[config.mk]
export PLATFORM = sky130hd
export DESIGN_NAME = key_matrix_midi_event
export DESIGN_NICKNAME = d
export VERILOG_FILES = /design/src/rtl/kmme_pkg.sv /design/src/rtl/kmme_ram.sv /design/src/rtl/kmme_map.sv /design/src/rtl/key_matrix_midi_event.sv
export SDC_FILE = /design/constraint.sdc
export NUM_CORES = 2
export LEC_CHECK = 0
export BUFFER_PORTS_ARGS = -buffer_cell sky130_fd_sc_hd__buf_2
export CAP_MARGIN = 20
export CORE_MARGIN = 2
export CORE_UTILIZATION = 40
export DETAILED_ROUTE_END_ITERATION = 12
export SYNTH_ARGS = -nofsm -noshare
export SYNTH_HDL_FRONTEND = slang
export SYNTH_HIERARCHICAL = 1
export SYNTH_SLANG_ARGS = --single-unit
[constraint.sdc]
create_clock -name clk -period 17.95 [get_ports clk]
set_input_delay 1.795 -clock clk [delete_from_list [all_inputs] [get_ports clk]]
set_output_delay 1.795 -clock clk [all_outputs]
set_load 0.01 [all_outputs]
[src/rtl/kmme_pkg.sv]
package kmme_pkg;

  localparam int unsigned CFG_IDX_W = 3;
  localparam int unsigned CFG_DATA_W = 16;
  localparam int unsigned IDX_FULL_W = 8;

  typedef enum logic [CFG_IDX_W-1:0] {
    REG_DEBOUNCE_MS     = 3'd0,
    REG_EMPTY_CODE      = 3'd1,
    REG_OCTAVE_UP_CODE  = 3'd2,
    REG_OCTAVE_DOWN_CODE = 3'd3,
    REG_SUSTAIN_CODE    = 3'd4,
    REG_PANIC_CODE      = 3'd5,
    REG_PRESS_VELOCITY  = 3'd6
  } cfg_reg_e;

  localparam logic [7:0] ST_NOTE_ON  = 8'h90;
  localparam logic [7:0] ST_NOTE_OFF = 8'h80;
  localparam logic [7:0] ST_CC       = 8'hB0;
  localparam logic [3:0] CH_NOTES    = 4'd1;
  localparam logic [3:0] CH_CC       = 4'd2;
  localparam logic [3:0] CH_DRUMS    = 4'd10;
  localparam logic [6:0] DRUM_LOW    = 7'd35;
  localparam logic [6:0] DRUM_HIGH   = 7'd81;
  localparam logic signed [2:0] OCT_MAX = 3'sd3;
  localparam logic signed [2:0] OCT_MIN = -3'sd3;
  localparam logic signed [8:0] SEMITONES = 9'sd12;
  localparam logic signed [8:0] NOTE_MAX  = 9'sd127;

  localparam logic [15:0] DEBOUNCE_RST = 16'd50;
  localparam logic [6:0]  EMPTY_RST    = 7'd0;
  localparam logic [6:0]  OCT_UP_RST   = 7'd1;
  localparam logic [6:0]  OCT_DOWN_RST = 7'd2;
  localparam logic [6:0]  SUSTAIN_RST  = 7'd64;
  localparam logic [6:0]  PANIC_RST    = 7'd3;
  localparam logic [6:0]  VELOCITY_RST = 7'd100;

  typedef struct packed {
    logic [2:0]  row;
    logic [3:0]  column;
    logic        level;
    logic        reread;
    logic [31:0] now_ms;
    logic [6:0]  key_code;
  } in_word_t;

  typedef struct packed {
    logic [7:0] status_byte;
    logic [6:0] data_one;
    logic [6:0] data_two;
  } out_word_t;

  typedef struct packed {
    logic [15:0] debounce_ms;
    logic [6:0]  empty_code;
    logic [6:0]  octave_up_code;
    logic [6:0]  octave_down_code;
    logic [6:0]  sustain_code;
    logic [6:0]  panic_code;
    logic [6:0]  press_velocity;
  } cfg_t;

  typedef struct packed {
    logic emit;
    logic oct_inc;
    logic oct_dec;
  } map_ctl_t;

endpackage

[src/rtl/kmme_ram.sv]
module kmme_ram #(
  parameter int unsigned WIDTH = 32,
  parameter int unsigned DEPTH = 70,
  parameter int unsigned ADDR_W = (DEPTH > 1) ? $clog2(DEPTH) : 1
) (
  input  logic              clk,
  input  logic              we,
  input  logic [ADDR_W-1:0] waddr,
  input  logic [WIDTH-1:0]  wdata,
  input  logic              re,
  input  logic [ADDR_W-1:0] raddr,
  output logic [WIDTH-1:0]  rdata
);

  logic [WIDTH-1:0] mem [DEPTH];

  always_ff @(posedge clk) begin
    if (we) begin
      mem[waddr] <= wdata;
    end
    if (re) begin
      rdata <= mem[raddr];
    end
  end

endmodule

[src/rtl/kmme_map.sv]
module kmme_map (
  input  logic                signed [2:0] octave,
  input  logic [6:0]          code,
  input  logic                level,
  input  logic                kb_row,
  input  kmme_pkg::cfg_t      cfg,
  output kmme_pkg::map_ctl_t  ctl,
  output kmme_pkg::out_word_t msg
);

  logic signed [8:0] oct_ext;
  logic signed [8:0] note_sum;
  logic [6:0]        note;
  logic [7:0]        note_type;

  assign oct_ext   = {{6{octave[2]}}, octave};
  assign note_sum  = $signed({2'b00, code}) + oct_ext * kmme_pkg::SEMITONES;
  assign note_type = level ? kmme_pkg::ST_NOTE_ON : kmme_pkg::ST_NOTE_OFF;

  always_comb begin
    priority if (note_sum < 9'sd0) begin
      note = 7'd0;
    end else if (note_sum > kmme_pkg::NOTE_MAX) begin
      note = kmme_pkg::NOTE_MAX[6:0];
    end else begin
      note = note_sum[6:0];
    end
  end

  always_comb begin
    ctl = '0;
    msg.data_one = code;
    msg.data_two = level ? cfg.press_velocity : 7'd0;
    msg.status_byte = kmme_pkg::ST_CC | {4'd0, kmme_pkg::CH_CC - 4'd1};
    priority if (code == cfg.empty_code) begin
      ctl.emit = 1'b0;
    end else if (kb_row) begin
      ctl.emit = 1'b1;
      msg.data_one = note;
      msg.status_byte = note_type | {4'd0, kmme_pkg::CH_NOTES - 4'd1};
    end else if (code == cfg.octave_up_code && level) begin
      ctl.oct_inc = 1'b1;
    end else if (code == cfg.octave_down_code && level) begin
      ctl.oct_dec = 1'b1;
    end else if (code == cfg.sustain_code || code == cfg.panic_code) begin
      ctl.emit = 1'b1;
    end else if (code >= kmme_pkg::DRUM_LOW && code <= kmme_pkg::DRUM_HIGH) begin
      ctl.emit = 1'b1;
      msg.status_byte = note_type | {4'd0, kmme_pkg::CH_DRUMS - 4'd1};
    end else begin
      ctl.emit = 1'b1;
    end
  end

endmodule

[src/rtl/key_matrix_midi_event.sv]
// an accepted word is registered in the sample stage, and its message is then registered in
// the output register that drives out_data
// throughput: one word per cycle; input stalls only while a mapped change waits on a full
// output register; per-key state sits in a ram with registered read, with a one-entry
// bypass for back-to-back samples of the same key
// reset (rst_n low, synchronous): configuration registers to their defaults, key entries read as
// released at time zero until first written, octave shift zero, no word pending
module key_matrix_midi_event #(
  parameter int unsigned ROWS = 5,
  parameter int unsigned COLUMNS = 14,
  parameter int unsigned KEYBOARD_FIRST_ROW = 3
) (
  input  logic                                 clk,
  input  logic                                 rst_n,
  input  logic                                 in_valid,
  output logic                                 in_ready,
  input  kmme_pkg::in_word_t                   in_data,
  output logic                                 out_valid,
  input  logic                                 out_ready,
  output kmme_pkg::out_word_t                  out_data,
  input  logic                                 cfg_valid,
  output logic                                 cfg_ready,
  input  logic [kmme_pkg::CFG_IDX_W-1:0]       cfg_index,
  input  logic [kmme_pkg::CFG_DATA_W-1:0]      cfg_data
);

  localparam int unsigned KEYS = ROWS * COLUMNS;
  localparam int unsigned KEY_W = (KEYS > 1) ? $clog2(KEYS) : 1;
  localparam int unsigned IW = kmme_pkg::IDX_FULL_W;

  kmme_pkg::cfg_t      cfg_r;
  kmme_pkg::in_word_t  s1_word_r;
  logic                s1_valid_r;
  logic                fwd_r;
  logic [32:0]         fwd_entry_r;
  logic [KEYS-1:0]     time_valid_r;
  logic signed [2:0]   octave_r;
  kmme_pkg::out_word_t out_word_r;
  logic                out_valid_r;

  logic [IW-1:0]       in_idx_full;
  logic [IW-1:0]       s1_idx_full;
  logic [KEY_W-1:0]    in_idx;
  logic [KEY_W-1:0]    s1_idx;
  logic                in_accept;
  logic                s1_in_range;
  logic                s1_kb_row;
  logic [32:0]         ram_rdata;
  logic [32:0]         s1_entry;
  logic [32:0]         wr_entry;
  logic [31:0]         s1_time;
  logic                s1_down;
  logic [31:0]         s1_elapsed;
  logic                s1_change;
  logic                s1_emit;
  logic                s1_adv;
  logic                out_free;
  logic                wr_en;
  kmme_pkg::map_ctl_t  map_ctl;
  kmme_pkg::out_word_t map_msg;

  assign in_idx_full = IW'(in_data.row) * IW'(COLUMNS) + IW'(in_data.column);
  assign s1_idx_full = IW'(s1_word_r.row) * IW'(COLUMNS) + IW'(s1_word_r.column);
  assign in_idx = in_idx_full[KEY_W-1:0];
  assign s1_idx = s1_idx_full[KEY_W-1:0];

  assign s1_in_range = ({1'b0, s1_word_r.row} < 4'(ROWS))
                    && ({1'b0, s1_word_r.column} < 5'(COLUMNS));
  assign s1_kb_row = ({1'b0, s1_word_r.row} >= 4'(KEYBOARD_FIRST_ROW));

  // key entry: pressed bit above the last change time
  always_comb begin
    priority if (fwd_r) begin
      s1_entry = fwd_entry_r;
    end else if (s1_in_range && time_valid_r[s1_idx]) begin
      s1_entry = ram_rdata;
    end else begin
      s1_entry = 33'd0;
    end
  end

  assign s1_time  = s1_entry[31:0];
  assign s1_down  = s1_entry[32];
  assign wr_entry = {s1_word_r.level, s1_word_r.now_ms};

  assign s1_elapsed = s1_word_r.now_ms - s1_time;

  always_comb begin
    s1_change = 1'b0;
    if (s1_valid_r && s1_in_range) begin
      s1_change = (s1_word_r.level != s1_down)
               && (s1_word_r.reread == s1_word_r.level)
               && (s1_elapsed >= {16'd0, cfg_r.debounce_ms});
    end
  end

  kmme_map u_map (
    .octave (octave_r),
    .code   (s1_word_r.key_code),
    .level  (s1_word_r.level),
    .kb_row (s1_kb_row),
    .cfg    (cfg_r),
    .ctl    (map_ctl),
    .msg    (map_msg)
  );

  assign s1_emit   = s1_change && map_ctl.emit;
  assign out_free  = !out_valid_r || out_ready;
  assign s1_adv    = s1_valid_r && (!s1_emit || out_free);
  assign in_ready  = !s1_valid_r || s1_adv;
  assign in_accept = in_valid && in_ready;
  assign wr_en     = s1_adv && s1_change;

  kmme_ram #(
    .WIDTH (33),
    .DEPTH (KEYS)
  ) u_time_ram (
    .clk   (clk),
    .we    (wr_en),
    .waddr (s1_idx),
    .wdata (wr_entry),
    .re    (in_accept),
    .raddr (in_idx),
    .rdata (ram_rdata)
  );

  always_ff @(posedge clk) begin
    if (!rst_n) begin
      s1_valid_r <= 1'b0;
      fwd_r <= 1'b0;
    end else if (in_accept) begin
      s1_valid_r <= 1'b1;
      fwd_r <= wr_en && (in_idx == s1_idx);
    end else if (s1_adv) begin
      s1_valid_r <= 1'b0;
    end
  end

  always_ff @(posedge clk) begin
    if (in_accept) begin
      s1_word_r <= in_data;
      fwd_entry_r <= wr_entry;
    end
  end

  always_ff @(posedge clk) begin
    if (!rst_n) begin
      time_valid_r <= '0;
    end else if (wr_en) begin
      time_valid_r[s1_idx] <= 1'b1;
    end
  end

  always_ff @(posedge clk) begin
    if (!rst_n) begin
      octave_r <= 3'sd0;
    end else if (wr_en && map_ctl.oct_inc && octave_r != kmme_pkg::OCT_MAX) begin
      octave_r <= octave_r + 3'sd1;
    end else if (wr_en && map_ctl.oct_dec && octave_r != kmme_pkg::OCT_MIN) begin
      octave_r <= octave_r - 3'sd1;
    end
  end

  // output register
  always_ff @(posedge clk) begin
    if (!rst_n) begin
      out_valid_r <= 1'b0;
    end else if (s1_adv && s1_emit) begin
      out_valid_r <= 1'b1;
    end else if (out_ready) begin
      out_valid_r <= 1'b0;
    end
  end

  always_ff @(posedge clk) begin
    if (s1_adv && s1_emit) begin
      out_word_r <= map_msg;
    end
  end

  assign out_valid = out_valid_r;
  assign out_data  = out_word_r;

  // configuration registers
  assign cfg_ready = 1'b1;

  always_ff @(posedge clk) begin
    if (!rst_n) begin
      cfg_r.debounce_ms <= kmme_pkg::DEBOUNCE_RST;
      cfg_r.empty_code <= kmme_pkg::EMPTY_RST;
      cfg_r.octave_up_code <= kmme_pkg::OCT_UP_RST;
      cfg_r.octave_down_code <= kmme_pkg::OCT_DOWN_RST;
      cfg_r.sustain_code <= kmme_pkg::SUSTAIN_RST;
      cfg_r.panic_code <= kmme_pkg::PANIC_RST;
      cfg_r.press_velocity <= kmme_pkg::VELOCITY_RST;
    end else if (cfg_valid) begin
      unique case (cfg_index)
        kmme_pkg::REG_DEBOUNCE_MS:      cfg_r.debounce_ms <= cfg_data;
        kmme_pkg::REG_EMPTY_CODE:       cfg_r.empty_code <= cfg_data[6:0];
        kmme_pkg::REG_OCTAVE_UP_CODE:   cfg_r.octave_up_code <= cfg_data[6:0];
        kmme_pkg::REG_OCTAVE_DOWN_CODE: cfg_r.octave_down_code <= cfg_data[6:0];
        kmme_pkg::REG_SUSTAIN_CODE:     cfg_r.sustain_code <= cfg_data[6:0];
        kmme_pkg::REG_PANIC_CODE:       cfg_r.panic_code <= cfg_data[6:0];
        kmme_pkg::REG_PRESS_VELOCITY:   cfg_r.press_velocity <= cfg_data[6:0];
        default: ;
      endcase
    end
  end

  a_octave_range: assert property (@(posedge clk) disable iff (!rst_n)
    octave_r != 3'sb100)
    else $error("octave shift out of range");

  a_stall_blocks_input: assert property (@(posedge clk) disable iff (!rst_n)
    (s1_valid_r && !s1_adv) |-> !in_ready)
    else $error("input taken while sample stage stalled");

  a_time_marked: assert property (@(posedge clk) disable iff (!rst_n)
    wr_en |=> time_valid_r[$past(s1_idx)])
    else $error("key time not marked after update");

  a_out_source: assert property (@(posedge clk) disable iff (!rst_n)
    $rose(out_valid_r) |-> $past(s1_adv && s1_emit))
    else $error("result word without a mapped change");

  a_fwd_follows_write: assert property (@(posedge clk) disable iff (!rst_n)
    (in_accept && wr_en && in_idx == s1_idx) |=> fwd_r)
    else $error("bypass missed a same-key update");

endmodule
==> flow_summary.yaml <==
run_status:
  status: "finished clean"
synth:
  syn_inst: 5691
  async_reset_ff_share_pct: 0
  ys.flop_type: "edfxtp_1"
  syn-cell-area_mm2: 0.1029
  seq_area_frac_synth_pct: 73.97
  synth_edf_count: 2446
  ys_types: 91
  synth-seq-cells: 2580
  syn_avg_cell_area_um2: 18.09
  yosysWarnings: 6
sta:
  fin_crit_sh_pct: 67.28
  rsz0062_at_grt: "false"
  final_max_slew_viol_count: 0
  finalHoldViolCount: 0
  tns_ns: 0
  setup_viol: 0
  period_needed_ns: 12.08
  hold_ws_ns: 0.4479
  finClkSkew_ns: 0.07829
  fmax_ghz: 0.08280
  slew_headroom_pct: 8.914
  tightest_slew_ns: 1.366
die:
  io_pins: 97
  dieArea_mm2: 0.2614
  start_util_pct: 40.13
  fp.coreArea_mm2: 0.2565
  die_h_um: 511.3
  die_x_um: 511.3
  num_rows: 186
finish:
  seq_area_mm2: 0.07613
  multiInputGateArea_mm2: 0.02544
  area_growth_syn_to_layout_pct: 13.71
  fin_nets: 6096
  fillerInstances: 21800
  stdcell_area_mm2: 0.1170
  drive_gt1_share_pct: 17.65
detailed_routing:
  postRouteAntennaNets: 0
  vias: 56140
  wl_per_cell_um: 30.56
  firstDrtPassIters: 6
  vias_per_cell: 5.887
  drtIter0Drc: 7135
  drt_wl_total_mm: 291.4
  route.detailed.drc: 0
worst_setup_path:
  cp.arrival_ns: 10.28
  crit_path_start_kind: "flop"
  critPathKind: "reg2out"
  cpPeakStageDelay_ns: 1.15
  crit_required_ns: 16.15
  cp_slowest_cell: "fa_1"
  cp_max_fo: 34
  end_kind: "primary output"
clocking:
  cts_buffers: 289
  cts_resized: 0
  clock_sinks: 2580
  post-cts-setup-buffer-count: 0
  root_buffer: "clkbuf_16"
  insertion_delay_ns: 0.95
  path_clk_slew_ns: 0.06
  htreeDepth: 5
  clock_path_buffers: 4
  cts_tree: "done"
  postCtsHoldBufs: 0
pwr:
  p_per_area_mw_per_mm2: 123.5
  peakVddDrop_mv: 0.1076
  leakage_uw: 0.03821
grt:
  grt-ovfl-total: 0
  grtUsageMet2_pct: 32.48
  grt_pass1_wl_mm: 403.5
  met1_usage_pct: 31.53
  grt_max_degree: 101
  top_usage_layer: "met2"
  grt_pass1_vias: 53170
  groute.usage.overall_pct: 21.72
  grtUsageMet3_pct: 4.499
  antenna_found_initial: 24
placed_design:
  place_congestion: 0.8998
  dp_hpwl_mm: 179.8
  port_buffers: 95
  place_area_mm2: 0.1078
job:
  maxCapViolCount: 0
hold_path:
  hold_path_class: "reg2reg"
==> through the flow <==
step	setup slack, ns	cells	total power [uW]	util [%]
final	5.873	9536	14450	45.63
after floorplan	8.204	5693	8095	-
after detailed placement	6.091	9004	8986	42.03
after global placement	6.189	8994	8979	41.95
after global routing	5.302	9530	14840	45.63
after CTS	5.937	9498	14500	45.43
==> cell families after synthesis <==
family                     share of synthesized area, %
AOI/OAI and AO/OA                                 5.415
xor gates and xnor gates                         0.7282
adders and majority gates                         1.133
buffers and inverters                             1.900
DFF                                               73.97
muxes                                             13.17
other                                           0.01094
and+or+nand+nor                                   3.676
==> cells in the final DEF (no fill, tap or decap), drive strengths merged, types with 25 or more instances in the layout <==
master   netlist  layout
a2bb2oi       35      35
a21boi        37      37
inv           58      70
o21ai        107     107
nor2         277     277
nand2        266     266
dfxtp        134     134
o22a          34      34
clkinv         1      94
o2111ai       36      36
o31ai         80      80
nand4         25      25
mux2i        654     654
xor2          27      27
xnor2         56      56
nand3        100     100
ha            74      74
mux4         308     308
clkbuf       103     368
nor3          51      51
edfxtp      2446    2446
a21oi         47      47
o22ai        137     137
a41o          33      33
buf          208     263
nor2b         32      32
a221oi        34      34
a22oi         98      98
==> where the power goes <==
group          total [uW]  internal, uW  switching, uW
logic                2230           695           1530
registers            6690          6650           39.8
clock network        5540          3240           2300
==> layout make-up <==
type	instances	area share [%]
inverters	59	0.1999
clock buffers	366	6.506
clock inverters	128	0.9408
multi-input cells	2743	21.74
diodes	11	0.02352
well taps	3384	3.618
repair buffers	265	1.919
flip-flops and latches	2580	65.05
==> synthesized netlist by cell type, types with 13 or more instances <==
library cell / instances / share of area, %
o21ai_1: 38 / 0.18
a22oi_1: 97 / 0.71
a221oi_1: 34 / 0.29
nand2_1: 266 / 0.97
o22ai_1: 137 / 0.83
mux4_2: 308 / 6.7
dfxtp_1: 134 / 2.6
xnor2_1: 55 / 0.47
inv_1: 56 / 0.20
a41o_1: 33 / 0.32
edfxtp_1: 2446 / 71
o31ai_1: 67 / 0.49
buf_1: 17 / 0.062
nor3_1: 51 / 0.25
o21ai_0: 69 / 0.34
mux2i_1: 654 / 6.4
a21o_1: 13 / 0.095
a21oi_1: 46 / 0.22
buf_2: 117 / 0.57
nand4_1: 25 / 0.15
a2bb2oi_1: 35 / 0.30
buf_4: 38 / 0.28
o31ai_2: 13 / 0.16
ha_1: 74 / 0.90
nand2b_1: 17 / 0.10
buf_6: 36 / 0.39
a21boi_0: 36 / 0.26
nor2_1: 276 / 1.0
o22a_1: 34 / 0.29
o2111ai_1: 36 / 0.31
xor2_1: 25 / 0.21
nand3_1: 100 / 0.49
nor2b_1: 32 / 0.19
clkbuf_1: 101 / 0.37
==> registers in the layout (all words and copies together), names as in the netlist <==
register          count
u_time_ram/mem     2310
time_valid_r         70
cfg_r                58
s1_word_r            48
fwd_entry_r          33
u_time_ram/rdata     33
out_data             22
octave_r              3
fwd_r                 1
out_valid             1
s1_valid_r            1
==> path summary, 6_finish.rpt <==
check / depth (start not counted) / slack [ns] / start / to
hold / removal: 2 / 0.45 / time_valid_r[45]$_SDFFE_PN0N_ / time_valid_r[45]$_SDFFE_PN0N_
setup reg to reg: 33 / 5.90 / s1_word_r[45]$_DFFE_PP_ / u_time_ram/mem[0][16]$_DFFE_PP_
setup / recovery: 30 / 5.87 / s1_word_r[45]$_DFFE_PP_ / in_ready
hold reg to reg: 2 / 0.45 / time_valid_r[45]$_SDFFE_PN0N_ / time_valid_r[45]$_SDFFE_PN0N_
==> layer usage <==
layer | share of wire, % | vias to the layer above
li1 | - | 23410
met1 | 42 | 29490
met2 | 45 | 2723
met3 | 9.2 | 500
met4 | 3.8 | 10
met5 | 0.021 | -
==> critical path, delay by kind of cell (launching register included) <==
kind / cells / cell delay (ns)
AO/OA/AOI/OAI: 13 / 3.58
XOR/XNOR: 1 / 0.17
adder cells (fa/ha/maj): 5 / 2.43
buffers and inverters: 6 / 1.63
flip-flops: 1 / 0.52
multiplexers: 1 / 0.29
AND/OR/NAND/NOR: 4 / 0.76
Note: power is estimated with default switching activity, not from simulation.
